$ cat config.mk
export PLATFORM = sky130hd
export DESIGN_NAME = stepper_angle_positioner
export DESIGN_NICKNAME = d
export VERILOG_FILES = /design/src/rtl/sap_pkg.sv /design/src/rtl/sap_div.sv /design/src/rtl/sap_ctrl.sv /design/src/rtl/stepper_angle_positioner.sv
export SDC_FILE = /design/constraint.sdc
export NUM_CORES = 1
export LEC_CHECK = 0
export ABC_AREA = 1
export BUFFER_PORTS_ARGS = -buffer_cell sky130_fd_sc_hd__clkbuf_2
export CAP_MARGIN = 10
export CORE_ASPECT_RATIO = 0.75
export CORE_UTILIZATION = 35
export DETAILED_ROUTE_END_ITERATION = 10
export PLACE_DENSITY_LB_ADDON = 0.15
export SLEW_MARGIN = 20
export SYNTH_ARGS = -nofsm -noshare
export SYNTH_HDL_FRONTEND = slang
export SYNTH_SLANG_ARGS = --single-unit
$ cat constraint.sdc
create_clock -name clk -period 18.75 [get_ports clk]
set_input_delay 0 -clock clk [delete_from_list [all_inputs] [get_ports clk]]
set_output_delay 0 -clock clk [all_outputs]
set_load 0.02 [all_outputs]
$ cat src/rtl/sap_pkg.sv
// ----------------------------------------------------------------------------
// sap_pkg
// Shared types and constants of the stepper angle positioner.
// ----------------------------------------------------------------------------
package sap_pkg;

    localparam int SWEEP_LIMIT_DEF = 2500;
    localparam int GRACE_STEPS_DEF = 250;
    localparam int CHECK_GAP_DEF   = 10;

    localparam logic [2:0] CFG_BASE  = 3'd0;
    localparam logic [2:0] CFG_RANGE = 3'd1;
    localparam logic [2:0] CFG_FIXED = 3'd2;
    localparam logic [2:0] CFG_DEFMX = 3'd3;
    localparam logic [2:0] CFG_HASSW = 3'd4;
    localparam logic [2:0] CFG_ENAH  = 3'd5;
    localparam logic [2:0] CFG_DIRLH = 3'd6;
    localparam logic [2:0] CFG_STOPH = 3'd7;

    localparam logic [1:0] CMD_TICK = 2'd0;
    localparam logic [1:0] CMD_MOVE = 2'd1;
    localparam logic [1:0] CMD_IDLE = 2'd2;

    typedef enum logic [2:0] {
        PH_IDLE, PH_LEFT, PH_RIGHT, PH_CENTER, PH_MOVE
    } phase_t;

    // divider command and status
    typedef struct packed {
        logic        start;
        logic [15:0] dividend;
        logic [15:0] divisor;
    } div_cmd_t;

    typedef struct packed {
        logic        done;
        logic [15:0] quotient;
    } div_sts_t;

endpackage

$ cat src/rtl/sap_div.sv
// ----------------------------------------------------------------------------
// sap_div
// Restoring divider, one quotient bit per cycle, 16 bit operands.
// ----------------------------------------------------------------------------
module sap_div
    import sap_pkg::*;
(
    input  logic     clk,
    input  logic     rst_n,
    input  div_cmd_t cmd,
    output div_sts_t sts
);

    logic [15:0] q_reg;
    logic [16:0] r_reg;
    logic [15:0] d_reg;
    logic [4:0]  cnt_reg;
    logic        run_reg;
    logic        done_reg;
    logic [16:0] trial;

    assign trial = {r_reg[15:0], q_reg[15]} - {1'b0, d_reg};

    always_ff @(posedge clk or negedge rst_n)
    begin
        if (!rst_n)
        begin
            run_reg  <= 1'b0;
            done_reg <= 1'b0;
            cnt_reg  <= '0;
        end
        else
        begin
            done_reg <= 1'b0;
            if (cmd.start)
            begin
                q_reg   <= cmd.dividend;
                d_reg   <= cmd.divisor;
                r_reg   <= '0;
                cnt_reg <= 5'd16;
                run_reg <= 1'b1;
            end
            else if (run_reg)
            begin
                if (!trial[16])
                begin
                    r_reg <= trial;
                    q_reg <= {q_reg[14:0], 1'b1};
                end
                else
                begin
                    r_reg <= {r_reg[15:0], q_reg[15]};
                    q_reg <= {q_reg[14:0], 1'b0};
                end
                cnt_reg <= cnt_reg - 5'd1;
                if (cnt_reg == 5'd1)
                begin
                    run_reg  <= 1'b0;
                    done_reg <= 1'b1;
                end
            end
        end
    end

    assign sts.done     = done_reg;
    assign sts.quotient = q_reg;

endmodule

$ cat src/rtl/sap_ctrl.sv
// ----------------------------------------------------------------------------
// sap_ctrl
// Sequencer and state of the positioner; uses the shared divider.
// ----------------------------------------------------------------------------
module sap_ctrl
    import sap_pkg::*;
#(
    parameter int SWEEP_LIMIT = SWEEP_LIMIT_DEF,
    parameter int GRACE_STEPS = GRACE_STEPS_DEF,
    parameter int CHECK_GAP   = CHECK_GAP_DEF
)
(
    input  logic        clk,
    input  logic        rst_n,
    input  logic        cfg_we,
    input  logic [2:0]  cfg_index,
    input  logic [15:0] cfg_data,
    input  logic        in_valid,
    output logic        in_stall,
    input  logic [1:0]  cmd,
    input  logic        limit_level,
    input  logic [8:0]  target_angle,
    input  logic signed [7:0] speed,
    output logic        out_valid,
    input  logic        out_stall,
    output logic        step_level,
    output logic        dir_level,
    output logic        enable_level,
    output logic        busy_res,
    output logic [11:0] steps_done,
    output logic        limit_stop,
    output logic [8:0]  position_angle,
    output div_cmd_t    dcmd,
    input  div_sts_t    dsts
);

    localparam logic [11:0] SWEEP_N  = 12'(SWEEP_LIMIT);
    localparam logic [11:0] SWEEP_OK = 12'(SWEEP_LIMIT - 10);
    localparam logic [7:0]  GRACE_N  = 8'(GRACE_STEPS);
    localparam logic [3:0]  GAP_N    = 4'(CHECK_GAP);

    typedef enum logic [2:0] {
        S_READY, S_DIVHP, S_DIVPER, S_MUL, S_CHAIN, S_OUT
    } st_t;

    // config
    logic [15:0] base_reg;
    logic [8:0]  range_reg;
    logic [11:0] fixed_reg, defmx_reg;
    logic        hassw_reg, enah_reg, dirlh_reg, stoph_reg;

    // model state
    st_t         st_reg;
    phase_t      ph_reg;
    logic [8:0]  cur_reg, pend_reg;
    logic [11:0] span_reg, left_reg, cnt_reg;
    logic [15:0] ht_reg, hp_reg;
    logic [7:0]  grace_reg;
    logic [3:0]  chk_reg;
    logic        gon_reg, pstep_reg, pdir_reg, drv_reg, stop_reg, lvl_reg;
    logic        stopk_reg, mvgo_reg;
    logic [20:0] prod_reg;
    logic [15:0] dend_reg, dsor_reg;
    logic        dgo_reg;

    logic        reached_w;
    assign reached_w = hassw_reg && (lvl_reg == stoph_reg);

    logic signed [7:0] sclamp;
    logic [9:0]  hi_a, lo_a;
    logic [8:0]  aclamp;
    logic [8:0]  rng1;
    logic [8:0]  adiff;
    logic [11:0] span_sel;

    always_comb
    begin
        sclamp = speed;
        if (speed < 8'sd1)
            sclamp = 8'sd1;
        else if (speed > 8'sd10)
            sclamp = 8'sd10;
        hi_a = 10'd90 + 10'(range_reg[8:1]);
        lo_a = 10'd90 - 10'(range_reg[8:1]);
        aclamp = target_angle;
        if ({1'b0, target_angle} > hi_a)
            aclamp = hi_a[8:0];
        else if (lo_a[9] == 1'b0 && {1'b0, target_angle} < lo_a)
            aclamp = lo_a[8:0];
        rng1 = (range_reg == '0) ? 9'd1 : range_reg;
        adiff = (pend_reg < cur_reg) ? cur_reg - pend_reg : pend_reg - cur_reg;
        span_sel = (fixed_reg != '0) ? fixed_reg : defmx_reg;
    end

    assign in_stall  = (st_reg != S_READY) || out_valid;
    assign dcmd.start    = dgo_reg;
    assign dcmd.dividend = dend_reg;
    assign dcmd.divisor  = dsor_reg;

    assign step_level     = pstep_reg;
    assign dir_level      = pdir_reg;
    assign enable_level   = drv_reg ? enah_reg : ~enah_reg;
    assign busy_res       = ph_reg != PH_IDLE;
    assign steps_done     = cnt_reg;
    assign limit_stop     = stop_reg;
    assign position_angle = cur_reg;

    logic ovalid_reg;
    assign out_valid = ovalid_reg;

    always_ff @(posedge clk or negedge rst_n)
    begin
        if (!rst_n)
        begin
            base_reg <= 16'd400; range_reg <= 9'd180; fixed_reg <= '0;
            defmx_reg <= 12'd900; hassw_reg <= 1'b0; enah_reg <= 1'b0;
            dirlh_reg <= 1'b0; stoph_reg <= 1'b0;
            st_reg <= S_READY; ph_reg <= PH_IDLE;
            cur_reg <= '0; pend_reg <= '0; span_reg <= '0; left_reg <= '0;
            cnt_reg <= '0; ht_reg <= '0; hp_reg <= '0; grace_reg <= '0;
            chk_reg <= '0; gon_reg <= 1'b0; pstep_reg <= 1'b0; pdir_reg <= 1'b0;
            drv_reg <= 1'b0; stop_reg <= 1'b0; lvl_reg <= 1'b0;
            stopk_reg <= 1'b0; mvgo_reg <= 1'b0;
            ovalid_reg <= 1'b0; dgo_reg <= 1'b0;
            prod_reg <= '0; dend_reg <= '0; dsor_reg <= '0;
        end
        else
        begin
            dgo_reg <= 1'b0;
            if (ovalid_reg && !out_stall)
                ovalid_reg <= 1'b0;
            if (cfg_we)
            begin
                unique case (cfg_index)
                    CFG_BASE:  base_reg  <= cfg_data;
                    CFG_RANGE: range_reg <= cfg_data[8:0];
                    CFG_FIXED: fixed_reg <= cfg_data[11:0];
                    CFG_DEFMX: defmx_reg <= cfg_data[11:0];
                    CFG_HASSW: hassw_reg <= cfg_data[0];
                    CFG_ENAH:  enah_reg  <= cfg_data[0];
                    CFG_DIRLH: dirlh_reg <= cfg_data[0];
                    CFG_STOPH: stoph_reg <= cfg_data[0];
                    default: ;
                endcase
            end
            unique case (st_reg)
                S_READY:
                begin
                    if (in_valid && !in_stall)
                    begin
                        lvl_reg <= limit_level;
                        st_reg  <= S_OUT;
                        if (cmd == CMD_TICK)
                        begin
                            if (ph_reg != PH_IDLE)
                            begin
                                if (ht_reg > 16'd1)
                                    ht_reg <= ht_reg - 16'd1;
                                else if (pstep_reg)
                                begin
                                    pstep_reg <= 1'b0;
                                    ht_reg <= hp_reg;
                                end
                                else
                                    st_reg <= S_MUL; // step completion handled below
                            end
                        end
                        else if (cmd == CMD_MOVE)
                        begin
                            if (ph_reg == PH_IDLE)
                            begin
                                pend_reg <= aclamp;
                                dend_reg <= base_reg;
                                dsor_reg <= 16'(unsigned'(sclamp));
                                dgo_reg  <= 1'b1;
                                st_reg   <= S_DIVHP;
                            end
                        end
                        else if (cmd == CMD_IDLE)
                        begin
                            ph_reg <= PH_IDLE;
                            pstep_reg <= 1'b0;
                            drv_reg <= 1'b0;
                        end
                    end
                end
                S_MUL:
                begin
                    // step completion on tick
                    logic stop_w;
                    stop_w = 1'b0;
                    if (gon_reg && grace_reg > 8'd0)
                        grace_reg <= grace_reg - 8'd1;
                    else if (chk_reg == 4'd0)
                    begin
                        if (hassw_reg)
                        begin
                            chk_reg <= GAP_N;
                            stop_w = reached_w;
                        end
                    end
                    else
                        chk_reg <= chk_reg - 4'd1;
                    if (stop_w)
                    begin
                        // flag survives the run changes, shown with the result
                        stopk_reg <= 1'b1;
                        st_reg <= S_CHAIN;
                    end
                    else
                    begin
                        if (cnt_reg != 12'hFFF)
                            cnt_reg <= cnt_reg + 12'd1;
                        if (left_reg <= 12'd1)
                        begin
                            left_reg <= '0;
                            st_reg <= S_CHAIN;
                        end
                        else
                        begin
                            left_reg <= left_reg - 12'd1;
                            pstep_reg <= 1'b1;
                            ht_reg <= hp_reg;
                            st_reg <= S_OUT;
                        end
                    end
                end
                S_DIVHP:
                begin
                    if (dsts.done)
                    begin
                        hp_reg <= (dsts.quotient == '0) ? 16'd1 : dsts.quotient;
                        drv_reg <= 1'b1;
                        if (!hassw_reg)
                            span_reg <= span_sel;
                        if ((!hassw_reg && span_sel == '0)
                            || (hassw_reg && span_reg == '0))
                        begin
                            pdir_reg <= 1'b1;
                            ph_reg <= PH_LEFT;
                            cnt_reg <= '0; left_reg <= SWEEP_N;
                            grace_reg <= GRACE_N; chk_reg <= GAP_N;
                            gon_reg <= reached_w; stop_reg <= 1'b0;
                            if (SWEEP_N != '0)
                            begin
                                pstep_reg <= 1'b1;
                                ht_reg <= (dsts.quotient == '0) ? 16'd1 : dsts.quotient;
                                st_reg <= S_OUT;
                            end
                            else
                                st_reg <= S_CHAIN;
                        end
                        else
                        begin
                            ph_reg <= PH_MOVE;
                            dend_reg <= 16'(hassw_reg ? span_reg : span_sel);
                            dsor_reg <= 16'(rng1);
                            dgo_reg <= 1'b1;
                            st_reg <= S_DIVPER;
                        end
                    end
                end
                S_DIVPER:
                begin
                    if (dsts.done)
                    begin
                        if (pend_reg < cur_reg)
                            pdir_reg <= ~dirlh_reg;
                        else if (pend_reg != cur_reg)
                            pdir_reg <= dirlh_reg;
                        prod_reg <= 21'(adiff) * 21'(dsts.quotient[11:0]);
                        st_reg <= S_CHAIN;
                        ph_reg <= PH_MOVE;
                        mvgo_reg <= 1'b1;
                        cnt_reg <= '0; grace_reg <= GRACE_N; chk_reg <= GAP_N;
                        gon_reg <= reached_w; stop_reg <= 1'b0;
                    end
                end
                S_CHAIN:
                begin
                    st_reg <= S_OUT;
                    if (mvgo_reg)
                    begin
                        // move length, saturated
                        logic [11:0] n;
                        n = (prod_reg[20:12] != '0) ? 12'hFFF : prod_reg[11:0];
                        mvgo_reg <= 1'b0;
                        left_reg <= n;
                        if (n != '0)
                        begin
                            pstep_reg <= 1'b1;
                            ht_reg <= hp_reg;
                        end
                        else
                        begin
                            cur_reg <= pend_reg; drv_reg <= 1'b0;
                            pstep_reg <= 1'b0; ph_reg <= PH_IDLE;
                        end
                    end
                    else
                    begin
                        unique case (ph_reg)
                            PH_LEFT:
                            begin
                                cnt_reg <= '0; grace_reg <= GRACE_N; chk_reg <= GAP_N;
                                gon_reg <= reached_w; stop_reg <= 1'b0;
                                pdir_reg <= 1'b0; ph_reg <= PH_RIGHT;
                                left_reg <= SWEEP_N;
                                pstep_reg <= 1'b1; ht_reg <= hp_reg;
                            end
                            PH_RIGHT:
                            begin
                                logic [11:0] sp;
                                sp = (cnt_reg >= SWEEP_OK) ? defmx_reg : cnt_reg;
                                cnt_reg <= '0; grace_reg <= GRACE_N; chk_reg <= GAP_N;
                                gon_reg <= reached_w; stop_reg <= 1'b0;
                                span_reg <= sp; pdir_reg <= 1'b1;
                                ph_reg <= PH_CENTER;
                                left_reg <= {1'b0, sp[11:1]};
                                if (sp[11:1] != '0)
                                begin
                                    pstep_reg <= 1'b1; ht_reg <= hp_reg;
                                end
                                else
                                    st_reg <= S_CHAIN;
                            end
                            PH_CENTER:
                            begin
                                cur_reg <= 9'd90;
                                dend_reg <= 16'(span_reg);
                                dsor_reg <= 16'(rng1);
                                dgo_reg <= 1'b1;
                                st_reg <= S_DIVPER;
                            end
                            default:
                            begin
                                cur_reg <= pend_reg; drv_reg <= 1'b0;
                                pstep_reg <= 1'b0; ph_reg <= PH_IDLE;
                            end
                        endcase
                    end
                end
                S_OUT:
                begin
                    if (stopk_reg)
                        stop_reg <= 1'b1;
                    stopk_reg <= 1'b0;
                    ovalid_reg <= 1'b1;
                    st_reg <= S_READY;
                end
                default: st_reg <= S_READY;
            endcase
        end
    end

endmodule

$ cat src/rtl/stepper_angle_positioner.sv
// ----------------------------------------------------------------------------
// stepper_angle_positioner
// Step/dir/enable generator with homing sweep and limit switch checks.
// ----------------------------------------------------------------------------
// Path to the result: a tick passes S_READY and S_OUT; a completed step adds
// S_MUL, and S_CHAIN at a run end or limit stop. The divider runs once for
// a sweep end into centring or a move starting a sweep, twice for others.
// Throughput: one word at a time; next word taken after the result is taken.
// Reset: asynchronous, registers to defaults, driver disabled, not calibrated.
module stepper_angle_positioner
    import sap_pkg::*;
#(
    parameter int SWEEP_LIMIT = SWEEP_LIMIT_DEF,
    parameter int GRACE_STEPS = GRACE_STEPS_DEF,
    parameter int CHECK_GAP   = CHECK_GAP_DEF
)
(
    input  logic        clk,
    input  logic        rst_n,
    input  logic        cfg_we,
    input  logic [2:0]  cfg_index,
    input  logic [15:0] cfg_data,
    input  logic        in_valid,
    output logic        in_stall,
    input  logic [1:0]  cmd,
    input  logic        limit_level,
    input  logic [8:0]  target_angle,
    input  logic signed [7:0] speed,
    output logic        out_valid,
    input  logic        out_stall,
    output logic        step_level,
    output logic        dir_level,
    output logic        enable_level,
    output logic        busy_res,
    output logic [11:0] steps_done,
    output logic        limit_stop,
    output logic [8:0]  position_angle
);

    div_cmd_t dcmd;
    div_sts_t dsts;

    sap_div u_div (.clk(clk), .rst_n(rst_n), .cmd(dcmd), .sts(dsts));

    sap_ctrl #(
        .SWEEP_LIMIT(SWEEP_LIMIT), .GRACE_STEPS(GRACE_STEPS), .CHECK_GAP(CHECK_GAP)
    ) u_ctrl (
        .clk(clk), .rst_n(rst_n), .cfg_we(cfg_we), .cfg_index(cfg_index),
        .cfg_data(cfg_data), .in_valid(in_valid), .in_stall(in_stall), .cmd(cmd),
        .limit_level(limit_level), .target_angle(target_angle), .speed(speed),
        .out_valid(out_valid), .out_stall(out_stall), .step_level(step_level),
        .dir_level(dir_level), .enable_level(enable_level), .busy_res(busy_res),
        .steps_done(steps_done), .limit_stop(limit_stop),
        .position_angle(position_angle), .dcmd(dcmd), .dsts(dsts)
    );

endmodule

==> results of run 1 <==
## routing by layer
layer	vias to the layer above	GRT usage
met5	-	0
met4	0	0.03892
met3	56	0.02614
met2	445	0.3116
met1	8194	0.3295
li1	8381	-
## cells in the mapped netlist (4+ instances only)
library cell / n
nand3_1: 128
mux2_2: 4
nand2_2: 12
dfstp_2: 11
or2_2: 22
o21ai_1: 7
xnor2_1: 12
xor2_1: 53
edfxtp_1: 41
a21oi_1: 120
fa_1: 74
nand2_1: 549
o21bai_1: 5
nor2_2: 4
nor2_4: 5
o22ai_1: 17
nand4_1: 32
ha_1: 99
a211oi_1: 4
inv_2: 5
o21ai_0: 273
clkinv_1: 8
nand3b_1: 8
a31oi_1: 13
a21o_1: 7
nor3_1: 23
dfrtp_1: 209
inv_1: 418
a22oi_1: 6
buf_2: 22
nor2_1: 236
o221ai_1: 18
clkbuf_1: 46
o211ai_1: 15
## what timing repair did
action | 4_1_cts | 5_1_grt
hold buffers | 48 | 0
setup endpoints to repair | 0 | 0
setup buffers | 0 | 0
resized for setup | 0 | 0
hold endpoints to repair | 151 | 0
## critical path: cells and delay by family (launching register included)
kind,cells,cell delay [ps]
AO/OA/AOI/OAI,6,1260
adder cells (fa/ha/maj),6,2650
buffers and inverters,7,930
flip-flops,1,370
AND/OR/NAND/NOR,9,1770
## through the flow
step           setup WS [ps]  utilization  hold WS [ps]  area (um^2)  cells
5_1_grt                11070       0.4055         44.82        21740   3368
2_1_floorplan          12700            -        -295.6        19230   2541
3_5_place_dp           11680       0.3781         65.20        20270   3267
4_1_cts                11640       0.4055         1.191        21740   3368
6_report               11660       0.4055        -19.79        21740   3368
3_3_place_gp           11950       0.3780         73.54        20270   3266
## worst paths after layout
check                                           end  cells after the start
worst max-delay path            u_ctrl.prod_reg[15]                     28
worst min-delay path             u_ctrl.dsor_reg[8]                      2
worst max register to register  u_ctrl.prod_reg[15]                     28
worst min register to register       u_div.d_reg[7]                      0
max in group asynchronous        u_ctrl.left_reg[9]                      3
min in group clk                     u_ctrl.drv_reg                      7
## area by class of cell
class | count | area share
Clock buffer | 39 | 0.03896
Clock inverter | 14 | 0.006387
Inverter | 431 | 0.07440
Multi-Input combinational cell | 1775 | 0.4841
Sequential cell | 261 | 0.3104
Tap cell | 712 | 0.04097
Timing Repair Buffer | 136 | 0.04477
## logic make-up after synthesis
group | count (synthesis) | synth area share
multiplexers | 4 | 0.002343
flip-flops | 261 | 0.3511
AND/OR/NAND/NOR | 1034 | 0.2298
XOR/XNOR | 65 | 0.02961
AO/OA/AOI/OAI | 499 | 0.1436
adder cells (fa/ha/maj) | 173 | 0.1415
buffers and inverters | 505 | 0.1022
==> flow_metrics.py, run 1 <==
metrics = {
    "cts": {
        "clock_latency_ps": 600,
        "clk_pin_slew_ps": 70,
        "root_buffer": "clkbuf_16",
        "cts.sinks": 261,
        "htreeDepth": 1,
        "numCtsBuffers": 30,
        "cts_tree": "built",
        "clockBufferDepth": 3,
    },
    "worst_setup_path": {
        "setup.worst_path.class": "reg -> reg",
        "end_kind": "register",
        "critPathArrivalTime_ps": 7570,
        "cpMaxStageDelayCell": "fa_1",
        "startpoint_type": "register",
        "rrSetupSlack_ps": 11660,
        "cp_common_cell": "inv_1",
        "r2r_start": "u_ctrl.position_angle[5]",
        "required_ps": 19230,
        "crit_start": "u_ctrl.position_angle[5]",
        "slowest_delay_ps": 530,
        "crit_fanout": 12,
    },
    "sta": {
        "min_period_over_period": 0.3783,
        "setup_violations": 0,
        "slew_violations": 0,
        "rsz0062_at_grt": "no",
        "worst_pin_slew_ps": 1131,
        "skew_ps": 18.68,
        "period_minus_slack_ps": 7094,
        "tns_ps": 0,
        "clock.fmax_mhz": 141.0,
        "whs_ps": -19.79,
        "max_slew_margin": 0.2460,
        "hold_viol_final": 5,
    },
    "flow_run": {
        "cap_violations": 0,
    },
    "synth": {
        "synthArstFlopShare": 0.8429,
        "ys_types": 55,
        "synthesis.area_mm2": 0.01923,
        "yosysTopAreaCell": "dfrtp_1",
        "synthCells": 2541,
        "syn_nets": 2758,
        "yosysWarnings": 0,
        "synth.avg_cell_area_um2": 7.567,
        "synthTopCellsByArea": "dfrtp_1, nand2_1, inv_1",
        "synth-edff-count": 41,
        "ys_seq_area_frac": 0.3511,
        "synthDominantCellAreaShare": 0.2720,
        "ys.flop_type": "dfrtp_1",
        "yosys_register_bits": 261,
    },
    "finish": {
        "fillCellCount": 5578,
        "syn2layout_area_growth_pct": 13.09,
        "final_common_cell": "nand2_1",
        "drive_above_1_share": 0.07944,
        "largest_reg_flops": 21,
        "nets": 2852,
        "antenna_cells": 0,
        "multi_input_area_mm2": 0.01053,
        "register_area_mm2": 0.006750,
        "final_cell_mix": "nand2_1, inv_1, o21ai_0",
    },
    "global_routing": {
        "antenna_found_initial": 0,
        "grt-ovfl-total": 0,
        "grt_max_degree": 86,
        "grt_pass1_wl_um": 93180,
        "grt_pass1_vias": 16530,
        "grt_usage": 0.2118,
    },
    "drt": {
        "postRouteAntennaNets": 0,
        "wl_met3_um": 3241,
        "drt-vias-per-instance": 5.070,
        "vias": 17080,
        "drt_iter0_markers": 1358,
        "wl_per_cell_um": 17.45,
        "first_pass_iters": 8,
        "drcViolationCount": 0,
        "met1_length_um": 30450,
        "highest_layer": "met4",
        "finalWirelength_um": 58770,
        "wl_met2_um": 24140,
    },
    "die": {
        "die_x_um": 272.6,
        "initial_core_util": 0.3586,
        "die_h_um": 205.0,
        "core_mm2": 0.05362,
        "dieArea_mm2": 0.05589,
        "ioPinCount": 72,
        "core.rowCount": 73,
    },
    "placed_design": {
        "port_buffers": 71,
        "gp_congestion": 0.9381,
        "dpl.hpwl_um": 44740,
    },
    "outcome": {
        "status": "complete, but fails checks",
        "violations": "negative hold slack",
    },
    "min_path": {
        "hold_class": "in -> async",
    },
}
Power of run 1 is left out: the tool's default activity adds up to more than one toggle a clock period on the data nets, which glitch-free logic cannot reach.
==> inputs of run 2 (changes only) <==
Clock period 18.75 ns to 7.3 ns, I/O delays scaled along.
==> run 2 against run 1 <==
Compared with the run above: register-to-register slack worse by 11000 ps; sequential share of layout area hardly changed; final cell count is 0.18% higher; first-iteration DRC count is 5.9% higher; worst setup slack worse by 11000 ps; worst hold slack better by 76 ps; design area hardly changed; clock skew is 34 ps higher; via count is 0.17% lower; sequential cell count stayed put; the run now ends clean.
==> flow_metrics.py, run 2 (synthesis results as in run 1) <==
metrics = {
    "sta": {
        "tns_ps": 0,
        "slew_violations": 0,
        "setup_violations": 0,
        "skew_ps": 53.13,
        "max_slew_margin": 0.3111,
        "hold_viol_final": 0,
        "rsz0062_at_grt": "no",
        "period_minus_slack_ps": 6689,
        "min_period_over_period": 0.9163,
        "worst_pin_slew_ps": 1031,
        "clock.fmax_mhz": 149.5,
    },
    "finish": {
        "final_common_cell": "nand2_1",
        "nets": 2858,
        "utilization": 0.4055,
        "drive_above_1_share": 0.07892,
        "syn2layout_area_growth_pct": 13.06,
        "largest_reg_flops": 21,
        "final_cell_mix": "nand2_1, inv_1, o21ai_0",
    },
    "global_routing": {
        "antenna_found_initial": 1,
        "grt_max_degree": 109,
        "grt_pass1_vias": 16840,
        "grt-ovfl-total": 0,
        "grt_pass1_wl_um": 95450,
        "grt_usage": 0.2173,
    },
    "worst_setup_path": {
        "slowest_delay_ps": 580,
        "r2r_start": "u_ctrl.pend_reg[0]",
        "critPathArrivalTime_ps": 7150,
        "required_ps": 7760,
        "crit_start": "u_ctrl.pend_reg[0]",
        "setup.worst_path.class": "reg -> reg",
        "worstRegToRegCells": 32,
        "startpoint_type": "register",
        "crit_fanout": 9,
        "cpMaxStageDelayCell": "fa_1",
        "cp_common_cell": "inv_1",
        "end_kind": "register",
    },
    "drt": {
        "postRouteAntennaNets": 0,
        "drt_iter0_markers": 1438,
        "drt-vias-per-instance": 5.052,
        "wl_per_cell_um": 17.55,
        "drcViolationCount": 0,
        "vias": 17050,
        "finalWirelength_um": 59200,
        "first_pass_iters": 5,
    },
    "cts": {
        "clk_pin_slew_ps": 70,
        "numCtsBuffers": 30,
        "cts.sinks": 261,
        "root_buffer": "clkbuf_16",
        "clock_latency_ps": 620,
        "cts_tree": "built",
        "clockBufferDepth": 3,
        "htreeDepth": 1,
    },
    "die": {
        "ioPinCount": 72,
        "die_h_um": 205.0,
        "core_mm2": 0.05362,
        "die_x_um": 272.6,
        "initial_core_util": 0.3586,
        "dieArea_mm2": 0.05589,
        "core.rowCount": 73,
    },
    "placed_design": {
        "port_buffers": 71,
        "dpl.hpwl_um": 45250,
        "gp_congestion": 0.9311,
    },
    "outcome": {
        "status": "finished clean",
    },
    "flow_run": {
        "cap_violations": 0,
    },
    "min_path": {
        "hold_class": "in -> async",
    },
}
-- run 2: final timing paths --
check | slack, ps | to
min in group clk | 80 | u_ctrl.drv_reg
min | 60 | u_div.cnt_reg[4]
max in group asynchronous | 5670 | u_ctrl.grace_reg[6]
max | 610 | u_ctrl.prod_reg[15]
min reg2reg | 450 | u_div.d_reg[8]
max reg2reg | 610 | u_ctrl.prod_reg[15]
-- run 2: layer usage --
| layer | global-route usage | wire length (um) | vias to the layer above |
|---|---|---|---|
| li1 | - | - | 8383 |
| met5 | 0 | 0 | - |
| met4 | 0.05177 | 1316 | 0 |
| met2 | 0.3088 | 23710 | 432 |
| met3 | 0.04021 | 3708 | 70 |
| met1 | 0.3342 | 30460 | 8162 |
-- run 2: layout make-up --
cell class / count / area [um^2]
clock buffer: 37 / 797.0
fill: 5572 / 31880
antenna: 1 / 2.502
clock inverter: 15 / 135.1
sequential: 261 / 6750
multi-input combinational: 1775 / 10520
tap: 712 / 890.9
inverter: 431 / 1618
timing repair buffer: 142 / 1022
-- run 2: critical path, delay by kind of cell, from the launching register on --
kind                     cells  cell delay, ps
AO/OA/AOI/OAI                7            1050
XOR/XNOR                     1             170
flip-flops                   1             380
AND/OR/NAND/NOR              8             980
adder cells (fa/ha/maj)      7            3150
buffers and inverters        9             820
-- run 2: through the flow --
step	hold WS, ps	std cells	setup WS [ps]	cell area (um^2)
floorplan	-295.6	2541	1247	19230
global placement	150.5	3269	676.0	20290
detailed placement	149.1	3269	547.6	20290
CTS	35.22	3369	474.0	21700
global route	104.3	3373	69.96	21740
finish	56.19	3374	610.7	21740
-- run 2: timing repair --
| item | 4_1_cts | 5_1_grt |
|---|---|---|
| endpoints found under the hold margin | 158 | 0 |
| gates resized for setup | 0 | 1 |
| hold buffers | 48 | 0 |
| setup endpoints to repair | 0 | 1 |
| setup buffers | 0 | 3 |
Power of run 2 is left out for the same reason.
==> inputs of run 3 (changes only) <==
Settings changed: RECOVER_POWER from default to 100.
==> run 3 against run 2 <==
Compared with the run above: the run now ends with max-capacitance violations, max-slew violations left; routed wire length about the same; non-clock buffer count unchanged; first-iteration DRC count down 6.5%; global-route usage unchanged; critical path type unchanged; design area down 0.81%; clock skew down 4.9 ps; final cell count unchanged.
==> flow_metrics.py, run 3 (synthesis results as in run 1) <==
metrics = {
    "outcome": {
        "status": "complete, but fails checks",
        "violations": "max-capacitance violations, max-slew violations",
    },
    "placed_design": {
        "dpl.hpwl_um": 45250,
        "port_buffers": 71,
        "gp_congestion": 0.9311,
        "place_area_mm2": 0.02029,
    },
    "cts": {
        "numCtsBuffers": 30,
        "cts_tree": "built",
        "cts.sinks": 261,
        "root_buffer": "clkbuf_16",
        "htreeDepth": 1,
        "clockBufferDepth": 3,
        "clk_pin_slew_ps": 60,
        "clock_latency_ps": 620,
    },
    "sta": {
        "rsz0062_at_grt": "no",
        "clock.fmax_mhz": 148.8,
        "max_slew_margin": -3.123,
        "worst_pin_slew_ps": 6184,
        "tns_ps": 0,
        "slew_violations": 224,
        "skew_ps": 48.18,
        "setup_violations": 0,
        "period_minus_slack_ps": 6721,
        "min_period_over_period": 0.9206,
        "hold_viol_final": 0,
    },
    "global_routing": {
        "grt-ovfl-total": 0,
        "grt_max_degree": 109,
        "grt_pass1_vias": 16840,
        "grt_pass1_wl_um": 95450,
        "grt_usage": 0.2173,
        "antenna_found_initial": 1,
    },
    "die": {
        "die_x_um": 272.6,
        "initial_core_util": 0.3586,
        "ioPinCount": 72,
        "core_mm2": 0.05362,
        "die_h_um": 205.0,
        "core.rowCount": 73,
        "dieArea_mm2": 0.05589,
    },
    "drt": {
        "wl_per_cell_um": 17.53,
        "first_pass_iters": 5,
        "drcViolationCount": 0,
        "finalWirelength_um": 59160,
        "vias": 17000,
        "postRouteAntennaNets": 0,
        "drt_iter0_markers": 1344,
        "drt-vias-per-instance": 5.037,
    },
    "worst_setup_path": {
        "worstRegToRegCells": 32,
        "crit_family": "adder cells",
        "crit_fanout": 9,
        "slowest_delay_ps": 580,
        "required_ps": 7760,
        "path_depth": 32,
        "cp_num_buf_inv": 9,
        "end_kind": "register",
        "startpoint_type": "register",
        "cp_common_cell": "inv_1",
        "critPathArrivalTime_ps": 7180,
        "setup.worst_path.class": "reg -> reg",
        "cpMaxStageDelayCell": "fa_1",
    },
    "finish": {
        "syn2layout_area_growth_pct": 12.15,
        "final_common_cell": "nand2_1",
        "final_cell_mix": "nand2_1, inv_1, o21ai_0",
        "nets": 2858,
        "largest_reg_flops": 21,
        "drive_above_1_share": 0.05787,
        "final_area_mm2": 0.02156,
    },
    "min_path": {
        "hold_depth": 7,
        "hold_class": "in -> reg",
    },
    "flow_run": {
        "cap_violations": 5,
    },
}
run 3: cell count changes in the layout (fill, tap and decap cells not counted), sizes merged:
cell	previous run	this run
buf	24	10
clkbuf	107	121
run 3: routing by layer:
metal,part of all wire,global-route usage,vias up
met5,0,0,-
met1,0.51,0.3342,8109
met4,0.022,0.05177,0
met2,0.40,0.3088,446
met3,0.067,0.04021,67
li1,-,-,8373
run 3: path summary, 6_finish.rpt:
kind	from	end	slack [ps]
worst max register to register	u_ctrl.pend_reg[0]	u_ctrl.prod_reg[15]	580
worst min register to register	u_ctrl.dsor_reg[8]	u_div.d_reg[8]	450
worst max-delay path	u_ctrl.pend_reg[0]	u_ctrl.prod_reg[15]	580
max in group asynchronous	rst_n	u_ctrl.chk_reg[1]	1390
worst min-delay path	cmd[0]	u_ctrl.st_reg[1]	70
min in group asynchronous	rst_n	u_div.cnt_reg[4]	2260
run 3: cell type report:
type | instances | area (um^2)
tap | 712 | 890.9
sequential | 261 | 6750
clock buffer | 37 | 797.0
multi-input combinational | 1775 | 10440
antenna | 1 | 2.502
fill | 5619 | 32050
clock inverter | 15 | 135.1
timing repair buffer | 142 | 927.1
inverter | 431 | 1618
run 3: through the flow:
| stage | hold WS, ps | cells | setup slack [ps] | util |
|---|---|---|---|---|
| after floorplan | -295.6 | 2541 | 1247 | - |
| after global placement | 150.5 | 3269 | 676.0 | 0.3784 |
| after detailed placement | 149.1 | 3269 | 547.6 | 0.3784 |
| after CTS | 35.22 | 3369 | 474.0 | 0.4048 |
| after global routing | 104.3 | 3373 | 46.88 | 0.4021 |
| final | 72.84 | 3374 | 579.3 | 0.4022 |
run 3: worst reg2reg max path, delay by kind of cell (launching register included):
| kind | cells | cell delay [ps] |
|---|---|---|
| xor+xnor | 1 | 170 |
| simple gates | 8 | 1000 |
| buf+inv | 9 | 840 |
| fa+ha+maj | 7 | 3150 |
| flops | 1 | 380 |
| compound gates | 7 | 1050 |
run 3: what timing repair did:
item | 4_1_cts | 5_1_grt
gates resized for setup | 0 | 1
setup buffers | 0 | 3
endpoints found under the hold margin | 158 | 0
hold buffers | 48 | 0
setup endpoints to repair | 0 | 1
Power of run 3 is left out for the same reason.
